==> src/sv/pqt_pkg.sv <==
// pqt_pkg: command, status codes and control structs for the priority queue table.
// No dependencies; used by pqt_cell and priority_queue_table_core.
package pqt_pkg;

    localparam logic [1:0] CMD_INSERT  = 2'd0;
    localparam logic [1:0] CMD_LOOKUP  = 2'd1;
    localparam logic [1:0] CMD_CHANGE  = 2'd2;
    localparam logic [1:0] CMD_EXTRACT = 2'd3;

    localparam logic [1:0] STAT_OK   = 2'd0;
    localparam logic [1:0] STAT_MISS = 2'd1;
    localparam logic [1:0] STAT_FULL = 2'd2;

    // broadcast from the controller to every cell
    typedef struct packed {
        logic insert;
        logic shift;
    } cell_ctl_t;

    // control part of the search token that walks the chain
    typedef struct packed {
        logic       active;
        logic [1:0] kind;
        logic       found;
    } probe_ctl_t;

endpackage

==> src/sv/pqt_cell.sv <==
// pqt_cell: one table slot plus one stage of the search token chain.
// Depends on pqt_pkg.
module pqt_cell #(
    parameter int CAPACITY  = 16,
    parameter int ID_BITS   = 16,
    parameter int PRIO_BITS = 16,
    parameter int CELL_IDX  = 0
) (
    input  logic                          clk,
    input  logic                          rst_n,
    input  pqt_pkg::cell_ctl_t            ctl,
    input  logic [$clog2(CAPACITY)-1:0]   shift_pos,
    input  logic [ID_BITS-1:0]            new_ident,
    input  logic [PRIO_BITS-1:0]          new_prio,
    input  logic                          up_valid,
    input  logic [ID_BITS-1:0]            up_ident,
    input  logic [PRIO_BITS-1:0]          up_prio,
    input  logic                          dn_valid,
    input  pqt_pkg::probe_ctl_t           probe_ctl_in,
    input  logic [ID_BITS-1:0]            probe_id_in,
    input  logic [PRIO_BITS-1:0]          probe_prio_in,
    input  logic [$clog2(CAPACITY)-1:0]   probe_pos_in,
    output logic                          valid,
    output logic [ID_BITS-1:0]            ident,
    output logic [PRIO_BITS-1:0]          prio,
    output pqt_pkg::probe_ctl_t           probe_ctl_out,
    output logic [ID_BITS-1:0]            probe_id_out,
    output logic [PRIO_BITS-1:0]          probe_prio_out,
    output logic [$clog2(CAPACITY)-1:0]   probe_pos_out
);
    import pqt_pkg::*;

    localparam int IDX_W = $clog2(CAPACITY);
    localparam logic [IDX_W-1:0] MY_IDX = IDX_W'(CELL_IDX);

    logic                 valid_reg;
    logic                 valid_next;
    logic [ID_BITS-1:0]   ident_reg;
    logic [ID_BITS-1:0]   ident_next;
    logic [PRIO_BITS-1:0] prio_reg;
    logic [PRIO_BITS-1:0] prio_next;

    probe_ctl_t           pctl_reg;
    probe_ctl_t           pctl_next;
    logic [ID_BITS-1:0]   pid_reg;
    logic [ID_BITS-1:0]   pid_next;
    logic [PRIO_BITS-1:0] pprio_reg;
    logic [PRIO_BITS-1:0] pprio_next;
    logic [IDX_W-1:0]     ppos_reg;
    logic [IDX_W-1:0]     ppos_next;

    logic hit;
    logic match;
    logic take_max;

    assign hit      = probe_ctl_in.active && valid_reg;
    assign match    = hit && !probe_ctl_in.found && (probe_ctl_in.kind != CMD_EXTRACT)
                      && (ident_reg == probe_id_in);
    assign take_max = hit && (probe_ctl_in.kind == CMD_EXTRACT)
                      && (!probe_ctl_in.found
                          || ($signed(prio_reg) > $signed(probe_prio_in)));

    always_comb
    begin
        valid_next = valid_reg;
        ident_next = ident_reg;
        prio_next  = prio_reg;
        if (ctl.shift && (MY_IDX >= shift_pos))
        begin
            valid_next = up_valid;
            ident_next = up_ident;
            prio_next  = up_prio;
        end
        else if (match && (probe_ctl_in.kind == CMD_CHANGE))
        begin
            prio_next = probe_prio_in;
        end
        else if (ctl.insert && !valid_reg && dn_valid)
        begin
            valid_next = 1'b1;
            ident_next = new_ident;
            prio_next  = new_prio;
        end
    end

    always_comb
    begin
        pctl_next  = probe_ctl_in;
        pid_next   = probe_id_in;
        pprio_next = probe_prio_in;
        ppos_next  = probe_pos_in;
        if (match)
        begin
            pctl_next.found = 1'b1;
            if (probe_ctl_in.kind == CMD_LOOKUP)
            begin
                pprio_next = prio_reg;
            end
        end
        else if (take_max)
        begin
            pctl_next.found = 1'b1;
            pid_next        = ident_reg;
            pprio_next      = prio_reg;
            ppos_next       = MY_IDX;
        end
    end

    always_ff @(posedge clk or negedge rst_n)
    begin
        if (!rst_n)
        begin
            valid_reg <= 1'b0;
            pctl_reg  <= '0;
        end
        else
        begin
            valid_reg <= valid_next;
            pctl_reg  <= pctl_next;
        end
    end

    always_ff @(posedge clk)
    begin
        ident_reg <= ident_next;
        prio_reg  <= prio_next;
        pid_reg   <= pid_next;
        pprio_reg <= pprio_next;
        ppos_reg  <= ppos_next;
    end

    assign valid          = valid_reg;
    assign ident          = ident_reg;
    assign prio           = prio_reg;
    assign probe_ctl_out  = pctl_reg;
    assign probe_id_out   = pid_reg;
    assign probe_prio_out = pprio_reg;
    assign probe_pos_out  = ppos_reg;

endmodule

==> src/sv/priority_queue_table_core.sv <==
// priority_queue_table_core: bounded (id, priority) table built as a chain of pqt_cell slots.
// Depends on pqt_pkg and pqt_cell.
//
//   channel | handshake         | payload
//   in      | in_valid/in_stall | command, id, priority_req
//   out     | out_valid/out_stall | status, result_id, result_priority
//
// Insert: slot written at the accept edge; the status goes through the result register to the
//   output register, and the next transaction is accepted only after that load.
// Look up, change, extract: a search token walks all CAPACITY cells, one per cycle,
//   newest slot first; its result goes through the result register to the output register,
//   and the next transaction is accepted only after that load.
// Extract compacts the table as the token leaves cell 0.
// Reset clears all valid bits. A stalled result in the output register does not block
//   acceptance; the following result waits for it to leave, with in_stall held high.
module priority_queue_table_core #(
    parameter int CAPACITY  = 16,
    parameter int ID_BITS   = 16,
    parameter int PRIO_BITS = 16
) (
    input  logic               clk,
    input  logic               rst_n,
    input  logic               in_valid,
    output logic               in_stall,
    input  logic [1:0]         command,
    input  logic [15:0]        id,
    input  logic signed [15:0] priority_req,
    output logic               out_valid,
    input  logic               out_stall,
    output logic [1:0]         status,
    output logic [15:0]        result_id,
    output logic signed [15:0] result_priority
);
    import pqt_pkg::*;

    localparam int IDX_W = $clog2(CAPACITY);

    localparam logic [1:0] S_IDLE   = 2'd0;
    localparam logic [1:0] S_SCAN   = 2'd1;
    localparam logic [1:0] S_RESULT = 2'd2;

    logic [1:0] state_reg;
    logic [1:0] state_next;

    logic                 in_fire;
    logic                 out_free;
    logic                 full;
    logic [ID_BITS-1:0]   id_m;
    logic [PRIO_BITS-1:0] prio_m;

    cell_ctl_t            cctl;
    logic [IDX_W-1:0]     shift_pos;
    probe_ctl_t           inj_ctl;
    logic [PRIO_BITS-1:0] inj_prio;

    logic [CAPACITY-1:0]  valid_vec;
    logic [CAPACITY-1:0]  probe_act_vec;
    logic [ID_BITS-1:0]   cell_ident [CAPACITY];
    logic [PRIO_BITS-1:0] cell_prio  [CAPACITY];
    probe_ctl_t           pctl  [CAPACITY];
    logic [ID_BITS-1:0]   pid   [CAPACITY];
    logic [PRIO_BITS-1:0] pprio [CAPACITY];
    logic [IDX_W-1:0]     ppos  [CAPACITY];

    logic [1:0]           res_status_reg;
    logic [1:0]           res_status_next;
    logic [ID_BITS-1:0]   res_id_reg;
    logic [ID_BITS-1:0]   res_id_next;
    logic [PRIO_BITS-1:0] res_prio_reg;
    logic [PRIO_BITS-1:0] res_prio_next;

    logic                 out_valid_reg;
    logic                 out_valid_next;
    logic [1:0]           out_status_reg;
    logic [15:0]          out_id_reg;
    logic [15:0]          out_prio_reg;
    logic                 out_load;

    assign in_stall = (state_reg != S_IDLE);
    assign in_fire  = in_valid && !in_stall;
    assign out_free = !out_valid_reg || !out_stall;
    assign full     = valid_vec[CAPACITY-1];
    assign id_m     = ID_BITS'(id);
    assign prio_m   = PRIO_BITS'($unsigned(priority_req));

    assign cctl.insert = in_fire && (command == CMD_INSERT) && !full;
    assign cctl.shift  = pctl[0].active && (pctl[0].kind == CMD_EXTRACT) && pctl[0].found;
    assign shift_pos   = ppos[0];

    assign inj_ctl.active = in_fire && (command != CMD_INSERT);
    assign inj_ctl.kind   = command;
    assign inj_ctl.found  = 1'b0;
    assign inj_prio       = (command == CMD_CHANGE) ? prio_m : '0;

    genvar k;
    generate
        for (k = 0; k < CAPACITY; k++)
        begin : g_cell
            logic                 up_valid;
            logic [ID_BITS-1:0]   up_ident;
            logic [PRIO_BITS-1:0] up_prio;
            logic                 dn_valid;
            probe_ctl_t           p_ctl_in;
            logic [ID_BITS-1:0]   p_id_in;
            logic [PRIO_BITS-1:0] p_prio_in;
            logic [IDX_W-1:0]     p_pos_in;

            if (k == CAPACITY - 1)
            begin : g_top
                assign up_valid  = 1'b0;
                assign up_ident  = '0;
                assign up_prio   = '0;
                assign p_ctl_in  = inj_ctl;
                assign p_id_in   = (command == CMD_EXTRACT) ? '0 : id_m;
                assign p_prio_in = inj_prio;
                assign p_pos_in  = '0;
            end
            else
            begin : g_mid
                assign up_valid  = valid_vec[k+1];
                assign up_ident  = cell_ident[k+1];
                assign up_prio   = cell_prio[k+1];
                assign p_ctl_in  = pctl[k+1];
                assign p_id_in   = pid[k+1];
                assign p_prio_in = pprio[k+1];
                assign p_pos_in  = ppos[k+1];
            end

            if (k == 0)
            begin : g_bot
                assign dn_valid = 1'b1;
            end
            else
            begin : g_up
                assign dn_valid = valid_vec[k-1];
            end

            pqt_cell #(
                .CAPACITY  (CAPACITY),
                .ID_BITS   (ID_BITS),
                .PRIO_BITS (PRIO_BITS),
                .CELL_IDX  (k)
            ) u_cell (
                .clk            (clk),
                .rst_n          (rst_n),
                .ctl            (cctl),
                .shift_pos      (shift_pos),
                .new_ident      (id_m),
                .new_prio       (prio_m),
                .up_valid       (up_valid),
                .up_ident       (up_ident),
                .up_prio        (up_prio),
                .dn_valid       (dn_valid),
                .probe_ctl_in   (p_ctl_in),
                .probe_id_in    (p_id_in),
                .probe_prio_in  (p_prio_in),
                .probe_pos_in   (p_pos_in),
                .valid          (valid_vec[k]),
                .ident          (cell_ident[k]),
                .prio           (cell_prio[k]),
                .probe_ctl_out  (pctl[k]),
                .probe_id_out   (pid[k]),
                .probe_prio_out (pprio[k]),
                .probe_pos_out  (ppos[k])
            );

            assign probe_act_vec[k] = pctl[k].active;
        end
    endgenerate

    always_comb
    begin
        state_next      = state_reg;
        res_status_next = res_status_reg;
        res_id_next     = res_id_reg;
        res_prio_next   = res_prio_reg;
        out_load        = 1'b0;
        case (state_reg)
            S_IDLE:
            begin
                if (in_fire)
                begin
                    if (command == CMD_INSERT)
                    begin
                        res_status_next = full ? STAT_FULL : STAT_OK;
                        res_id_next     = id_m;
                        res_prio_next   = full ? '0 : prio_m;
                        state_next      = S_RESULT;
                    end
                    else
                    begin
                        state_next = S_SCAN;
                    end
                end
            end
            S_SCAN:
            begin
                if (pctl[0].active)
                begin
                    res_status_next = pctl[0].found ? STAT_OK : STAT_MISS;
                    res_id_next     = pid[0];
                    res_prio_next   = pctl[0].found ? pprio[0] : '0;
                    state_next      = S_RESULT;
                end
            end
            S_RESULT:
            begin
                if (out_free)
                begin
                    out_load   = 1'b1;
                    state_next = S_IDLE;
                end
            end
            default:
            begin
                state_next = S_IDLE;
            end
        endcase
    end

    always_comb
    begin
        out_valid_next = out_valid_reg;
        if (out_load)
        begin
            out_valid_next = 1'b1;
        end
        else if (!out_stall)
        begin
            out_valid_next = 1'b0;
        end
    end

    always_ff @(posedge clk or negedge rst_n)
    begin
        if (!rst_n)
        begin
            state_reg     <= S_IDLE;
            out_valid_reg <= 1'b0;
        end
        else
        begin
            state_reg     <= state_next;
            out_valid_reg <= out_valid_next;
        end
    end

    always_ff @(posedge clk)
    begin
        res_status_reg <= res_status_next;
        res_id_reg     <= res_id_next;
        res_prio_reg   <= res_prio_next;
        if (out_load)
        begin
            out_status_reg <= res_status_reg;
            out_id_reg     <= 16'(res_id_reg);
            out_prio_reg   <= 16'(res_prio_reg);
        end
    end

    assign out_valid       = out_valid_reg;
    assign status          = out_status_reg;
    assign result_id       = out_id_reg;
    assign result_priority = $signed(out_prio_reg);

    logic [CAPACITY:0] valid_inc;
    assign valid_inc = {1'b0, valid_vec} + {{CAPACITY{1'b0}}, 1'b1};

    a_valid_packed: assert property (@(posedge clk) disable iff (!rst_n)
        $onehot(valid_inc))
        else $error("valid slots not packed from slot 0");

    a_one_token: assert property (@(posedge clk) disable iff (!rst_n)
        $onehot0(probe_act_vec))
        else $error("more than one search token in the chain");

    a_token_in_scan: assert property (@(posedge clk) disable iff (!rst_n)
        (|probe_act_vec) |-> (state_reg == S_SCAN))
        else $error("search token outside of scan state");

    a_insert_grows: assert property (@(posedge clk) disable iff (!rst_n)
        cctl.insert |=> ($countones(valid_vec) == $past($countones(valid_vec)) + 1))
        else $error("insert did not add exactly one entry");

    a_shift_shrinks: assert property (@(posedge clk) disable iff (!rst_n)
        cctl.shift |=> ($countones(valid_vec) + 1 == $past($countones(valid_vec))))
        else $error("extract did not remove exactly one entry");

endmodule
==> config.mk <==
export PLATFORM = sky130hd
export DESIGN_NAME = priority_queue_table_core
export DESIGN_NICKNAME = d
export VERILOG_FILES = /design/src/sv/pqt_pkg.sv /design/src/sv/pqt_cell.sv /design/src/sv/priority_queue_table_core.sv
export SDC_FILE = /design/constraint.sdc
export NUM_CORES = 2
export LEC_CHECK = 0
export ABC_AREA = 0
export BUFFER_PORTS_ARGS = -buffer_cell sky130_fd_sc_hd__buf_2
export CORE_ASPECT_RATIO = 0.9
export CORE_MARGIN = 1.5
export CORE_UTILIZATION = 42
export CTS_CLUSTER_DIAMETER = 30
export DETAILED_ROUTE_END_ITERATION = 12
export GPL_TIMING_DRIVEN = 1
export SYNTH_ARGS = -nofsm -noshare
export SYNTH_HDL_FRONTEND = slang
export SYNTH_SLANG_ARGS = --single-unit
==> constraint.sdc <==
create_clock -name clk -period 3.9 [get_ports clk]
set_clock_uncertainty 0.05 [all_clocks]
set_input_delay 0 -clock clk [delete_from_list [all_inputs] [get_ports clk]]
set_output_delay 0 -clock clk [all_outputs]
set_load 0.05 [all_outputs]
==> Word level (Yosys, flattened, before mapping) <==
Cells that the tools add are included.
{ "word_totals": {"register_bits": 1239, "input_bits": 38, "out_inout_bits": 36} }
{ "classes": {"n_lt_le_gt_ge": 31, "n_eq_ne": 104, "mux": 310, "bitwise": 1, "n_reduce_logical": 269} }
{ "ops": {"columns": ["cell", "count"], "rows": [
  ["16-bit 2-to-1 mux", 182],
  ["16-bit == test", 16],
  ["16-bit greater-than comparator", 15],
  ["1-bit logical AND", 163],
  ["4-bit 2-to-1 mux", 31],
  ["1-bit 2-to-1 mux", 85],
  ["2-bit == test (second input constant)", 34],
  ["16-bit case mux with 2 select lines", 2],
  ["3-bit nonzero test", 15],
  ["2-bit nonzero test", 20],
  ["2-bit != test (second input constant)", 19],
  ["2-bit by 1-bit != test with 1-bit output (second input constant)", 18],
  ["2-bit by 1-bit == test with 1-bit output (second input constant)", 17],
  ["1-bit zero test", 34],
  ["2-bit AND reduction", 17],
  ["4-bit >= comparator (first input constant)", 8],
  ["3-bit by 4-bit >= comparator with 1-bit output (first input constant)", 4],
  ["1-bit logical OR", 16],
  ["2-bit 2-to-1 mux", 8],
  ["1-bit by 4-bit >= comparator with 1-bit output (first input constant)", 2],
  ["2-bit by 4-bit >= comparator with 1-bit output (first input constant)", 2],
  ["2-bit case mux with 3 select lines", 1],
  ["2-bit zero test", 2],
  ["2-bit case mux with 2 select lines", 1],
  ["other kinds (3)", 3]
]} }

==> Depth between registers and ports, before layout <==
{ "logic_depth": {"ltp_word": 10, "depth_mapped": 11, "mapped_depth_nobuf": 9} }

==> Hierarchy <==
A second synthesis with hierarchy kept.
{ "hier_totals": {"hier_cells": 4802, "hier_area_um2": 59176.8} }
{ "by_module_without_submodules": {"columns": ["module", "n_inst", "cells_each", "area_each_um2"], "rows": [
  ["pqt_cell at g_cell[4].u_cell ...", 2, 280, 3444.6],
  ["pqt_cell at g_cell[13].u_cell", 1, 339, 3733.6],
  ["pqt_cell at g_cell[10].u_cell", 1, 292, 3627.2],
  ["pqt_cell at g_cell[11].u_cell", 1, 292, 3562.2],
  ["pqt_cell at g_cell[15].u_cell", 1, 287, 3554.7],
  ["pqt_cell at g_cell[0].u_cell", 1, 292, 3549.7],
  ["pqt_cell at g_cell[14].u_cell", 1, 282, 3517.1],
  ["pqt_cell at g_cell[6].u_cell", 1, 284, 3509.6],
  ["pqt_cell at g_cell[8].u_cell", 1, 284, 3508.4],
  ["pqt_cell at g_cell[3].u_cell", 1, 282, 3505.9],
  ["pqt_cell at g_cell[9].u_cell", 1, 284, 3505.9],
  ["pqt_cell at g_cell[7].u_cell", 1, 315, 3487.1],
  ["pqt_cell at g_cell[12].u_cell", 1, 278, 3482.1],
  ["pqt_cell at g_cell[2].u_cell", 1, 281, 3444.6],
  ["2 more rows", null, null, null]
]} }

==> Worst setup path after synthesis <==
OpenSTA, ideal clock, no wires.
{ "synth_timing": {"path_kind": "reg2reg", "start": "reg state_reg[0]", "end": "reg g_cell[12].u_cell.prio_reg[0], enable pin", "setup_time_ns": 0.335, "t_arrival_ns": 3.169, "t_required_ns": 3.515, "setup_slack_ns": 0.346, "path_stages_with_launch": 7, "synth_period_minus_slack_ns": 3.554, "cell_sequence": "dfrtp_1 or3b_1 nor4_4 clkbuf_1 nand2_1 o21ai_0 or2_2"} }
{ "synth_via": {"elab_chain_len": 8} }
{ "synth_lines": {"columns": ["item", "line_no", "source"], "rows": [
  ["start, declared", "priority_queue_table_core.sv:42", "logic [1:0] state_reg;"],
  ["start signal, assigned", "priority_queue_table_core.sv:243", "state_reg <= state_next;"],
  ["2-bit nonzero test", "priority_queue_table_core.sv:79", "assign in_stall = (state_reg != S_IDLE);"],
  ["1-bit zero test", "priority_queue_table_core.sv:80", "assign in_fire = in_valid && !in_stall;"],
  ["1-bit logical AND", "priority_queue_table_core.sv:80", null],
  ["1-bit logical AND (2 in series)", "priority_queue_table_core.sv:86", "assign cctl.insert = in_fire && (command == CMD_INSERT) && !full;"],
  ["1-bit logical AND (2 in series)", "pqt_cell.sv:78", "else if (ctl.insert && !valid_reg && dn_valid)"],
  ["3-bit nonzero test (no line)", null, null],
  ["end signal, assigned", "pqt_cell.sv:126", "prio_reg <= prio_next;"],
  ["end, declared", "pqt_cell.sv:40", "logic [PRIO_BITS-1:0] prio_reg;"]
]} }
Every way passes these cells.
A chain may end at the register's enable or synchronous reset.

==> Worst setup path after layout <==
{ "layout_timing": {"start": "reg g_cell[10].u_cell.prio_reg[15]", "end": "reg g_cell[10].u_cell.pid_reg[8]"} }
{ "layout_via": {"elab_chain_len": 5} }
{ "layout_lines": {"columns": ["item", "line_no", "source"], "rows": [
  ["start, declared", "pqt_cell.sv:40", null],
  ["start signal, assigned", "pqt_cell.sv:126", null],
  ["16-bit greater-than comparator", "pqt_cell.sv:61", "|| ($signed(prio_reg) > $signed(probe_prio_in)));"],
  ["1-bit logical OR", "pqt_cell.sv:61", null],
  ["1-bit logical AND", "pqt_cell.sv:60", "&& (!probe_ctl_in.found"],
  ["16-bit 2-to-1 mux", "pqt_cell.sv:100", "else if (take_max)"],
  ["16-bit 2-to-1 mux", "pqt_cell.sv:92", "if (match)"],
  ["named net g_cell[10].u_cell.pid_next[8]", "pqt_cell.sv:46", "logic [ID_BITS-1:0] pid_next;"],
  ["end signal, assigned", "pqt_cell.sv:127", "pid_reg <= pid_next;"],
  ["end, declared", "pqt_cell.sv:45", "logic [ID_BITS-1:0] pid_reg;"]
]} }
The timed path passes the listed nets, and every way through them passes these cells.

==> summary.txt <==
Clock network
  • Clock-pin transition on the worst setup and hold timing paths: 60 ps
  • PostCTS Resize Cnt: 0
  • Worst skew pair latency: 790 ps
  • Cts bufs inserted: 213
  • Sinks on Clock Net: 1232
  • H-tree levels: 4
  • Clk buf depth: 3
  • CTS Root Cell: clkbuf_16
  • Postcts setup bufs: 0
  • TritonCTS clock tree: built
  • Hold Buf Count CTS: 44

STA
  • Hold Violations, Final: 0
  • Fin crit period: 3490 ps
  • Max Fclk: 0.286 GHz
  • RSZ-0062 raised after global routing: false
  • Final period util: 89.6%
  • Slew Limit Fails: 0
  • Rel. slew slack: 25.6%
  • Slew @ Worst Pin: 1110 ps
  • Finish-stage setup viols: 0
  • Setup TNS Final: 0 ps

Placement
  • Hpwl dp: 89700 microns
  • PortBufs: 73
  • GPL Wtd Cong: 0.813

Critical path
  • Kind of critical path: flop to flop
  • CP max FO: 20
  • Worst setup EP type: flop
  • Startpoint Class: flop
  • Reg2Reg Depth: 9
  • Required time worst endpoint: 4530 ps
  • Crit path DAT: 4120 ps

Floorplanning
  • Io pins: 74
  • Core ar.: 134000 sq um
  • Die area: 138000 sq um
  • Row Count: 127
  • Initial Utilization: 42.5%
  • Die width: 391 microns
  • Die Ht: 352 microns

Pwr
  • Pwr per Cell Area: 689 nW/um^2
  • Leak Pwr: 0.0255 uW
  • Worst VDD drop: 443 uV

Drt
  • Vias per cell: 4.95
  • DRT Wirelength: 121000 microns
  • Final ANT Viol Nets: 0
  • Top Metal Used: met4
  • First DRT Iteration DRCs: 1668
  • Met3 WL post-DR: 5640 microns
  • Met2 Routed Length: 56300 microns
  • DRC violation count after routing: 0
  • Drt first pass iters: 5
  • Wl on met1: 56900 microns
  • WL per Instance: 17.3 microns
  • DR vias: 34700

GRT
  • Gr ovfl total: 0
  • Largest net degree at the start of global routing: 57
  • Vias in the first global route: 36100
  • GR Util All Layers: 17.6%
  • Initial antenna violation count: 6
  • Global-route wire length before repair: 194000 microns

Final layout
  • Nets: 5281
  • Fin util: 50.1%
  • Layout fillers: 11700
  • Fraction of layout cells with a size suffix above 1: 25.1%
  • Area Overhead vs Synth: 17.8%

Synthesis
  • Top_reg_cell synth: dfxtp_1
  • Register area share after synthesis: 53.7%
  • Syn Inst Count: 4837
  • EDFF count, synth: 548
  • Yosys warning count: 0
  • Post-Syn Area: 56900 sq um
  • Syn nets: 5115
  • Yosys reg bits: 1232
  • Average size of a mapped cell: 11.8 sq um
  • Synth cell types: 79
  • Post-synth ARST share: 6.74%

Min path
  • Hold Crit Class: primary input to flop
  • Hold path depth: 4

Run status
  • Outcome: complete, no violations

Job
  • Number of max-cap violations: 0
## placed cells by master, fill, tap and decap left out, types with 53 or more instances in the layout
master / count
dfrtp_1: 83
edfxtp_1: 548
buf_2: 72
nor4_1: 53
clkbuf_16: 217
mux2i_1: 258
nand4_1: 93
buf_4: 87
nor2_1: 184
a21oi_1: 206
dfxtp_1: 601
ha_1: 240
o21ai_0: 245
mux2_2: 666
nand2_1: 366
inv_1: 276
nand3_1: 78
xnor2_1: 106
xor2_1: 142
## where the power goes
| group | switching [uW] | leakage, uW | total [uW] | internal, uW |
|---|---|---|---|---|
| logic | 4330 | 0.0109 | 8680 | 4350 |
| registers | 2190 | 0.0110 | 19000 | 16800 |
| clock network | 6580 | 0.00360 | 18600 | 12000 |
| total | 13100 | 0.0255 | 46300 | 33200 |
## synth_stat cells, types with 16 or more instances
cell | count | area, sq um
dfxtp_1 | 601 | 12000
xnor2_1 | 106 | 928
mux2_2 | 666 | 7500
inv_1 | 276 | 1040
dfrtp_1 | 83 | 2080
clkbuf_1 | 144 | 541
nor3_1 | 17 | 85.1
nand3b_1 | 25 | 188
edfxtp_1 | 548 | 16500
nand2_1 | 371 | 1390
nor3b_1 | 16 | 120
nor2_1 | 187 | 702
nand3_1 | 78 | 390
nor2b_1 | 24 | 150
o21ai_0 | 252 | 1260
and2_1 | 36 | 225
or2_2 | 22 | 138
buf_2 | 60 | 300
ha_1 | 240 | 3000
a22o_1 | 27 | 236
nand2b_1 | 31 | 194
nor4_1 | 53 | 332
a31oi_1 | 24 | 150
buf_1 | 17 | 63.8
buf_4 | 21 | 158
mux2i_1 | 258 | 2580
xor2_1 | 142 | 1240
a21oi_1 | 214 | 1070
a21o_1 | 34 | 255
nand4_1 | 93 | 582
## stage by stage
step	total power, uW	cells	area, sq um	hold slack (ps)	worst slack, ps
final	46300	7002	67100	84.5	405
after floorplan	25200	4837	56900	-346	346
after global routing	48700	7000	67100	104	201
after CTS	46700	7000	67100	26.7	194
after detailed placement	27800	6550	59300	21.9	189
after global placement	27600	6550	59300	20.8	228
## metal layers
metal	vias to the layer above	GRT usage [%]
li1	17700	-
met3	183	2.92
met5	-	0
met2	545	29.1
met1	16200	23.4
met4	0	5.30
## critical path: stages, from the launching register on
cell,delay [ps]
edfxtp_1,410
ha_1,350
nand4_1,200
nor4_1,730
o21ai_0,270
nand3_1,150
mux2i_1,360
o22a_1,220
buf_4,270
mux2_2,380
## final timing paths
kind | slack, ps | startpoint | endpoint
setup / recovery | 410 | g_cell[10].u_cell.prio[15]$_DFFE_PP_ | g_cell[10].u_cell.probe_id_out[8]$_DFF_P_
hold / removal | 80 | id[12] | g_cell[14].u_cell.ident[12]$_DFFE_PP_
setup reg to reg | 410 | g_cell[10].u_cell.prio[15]$_DFFE_PP_ | g_cell[10].u_cell.probe_id_out[8]$_DFF_P_
hold reg to reg | 340 | g_cell[3].u_cell.probe_ctl_out[3]$_DFF_PN0_ | g_cell[2].u_cell.probe_ctl_out[3]$_DFF_PN0_
max in group asynchronous | 3100 | rst_n | g_cell[14].u_cell.probe_ctl_out[2]$_DFF_PN0_
min in group asynchronous | 390 | rst_n | g_cell[9].u_cell.valid$_DFFE_PN0P_
## cell type report
cell class / count / area [sq um] / share of cell area (%)
Antenna cell: 2 / 5.00 / 0.00746
Clock buffer: 266 / 5830 / 8.69
Clock inverter: 140 / 1530 / 2.28
Inverter: 277 / 1040 / 1.55
Multi-Input combinational cell: 3076 / 24400 / 36.4
Sequential cell: 1232 / 30600 / 45.5
Tap cell: 1806 / 2260 / 3.37
Timing Repair Buffer: 203 / 1470 / 2.19
## cell families after synthesis
group,after synthesis,share of synthesized area (%)
xor+xnor,248,3.81
flops,1232,53.7
mux,934,18.0
buf+inv,529,3.90
simple gates,999,8.55
fa+ha+maj,240,5.27
compound gates,655,6.81
Power figures use the tool's default switching activity.
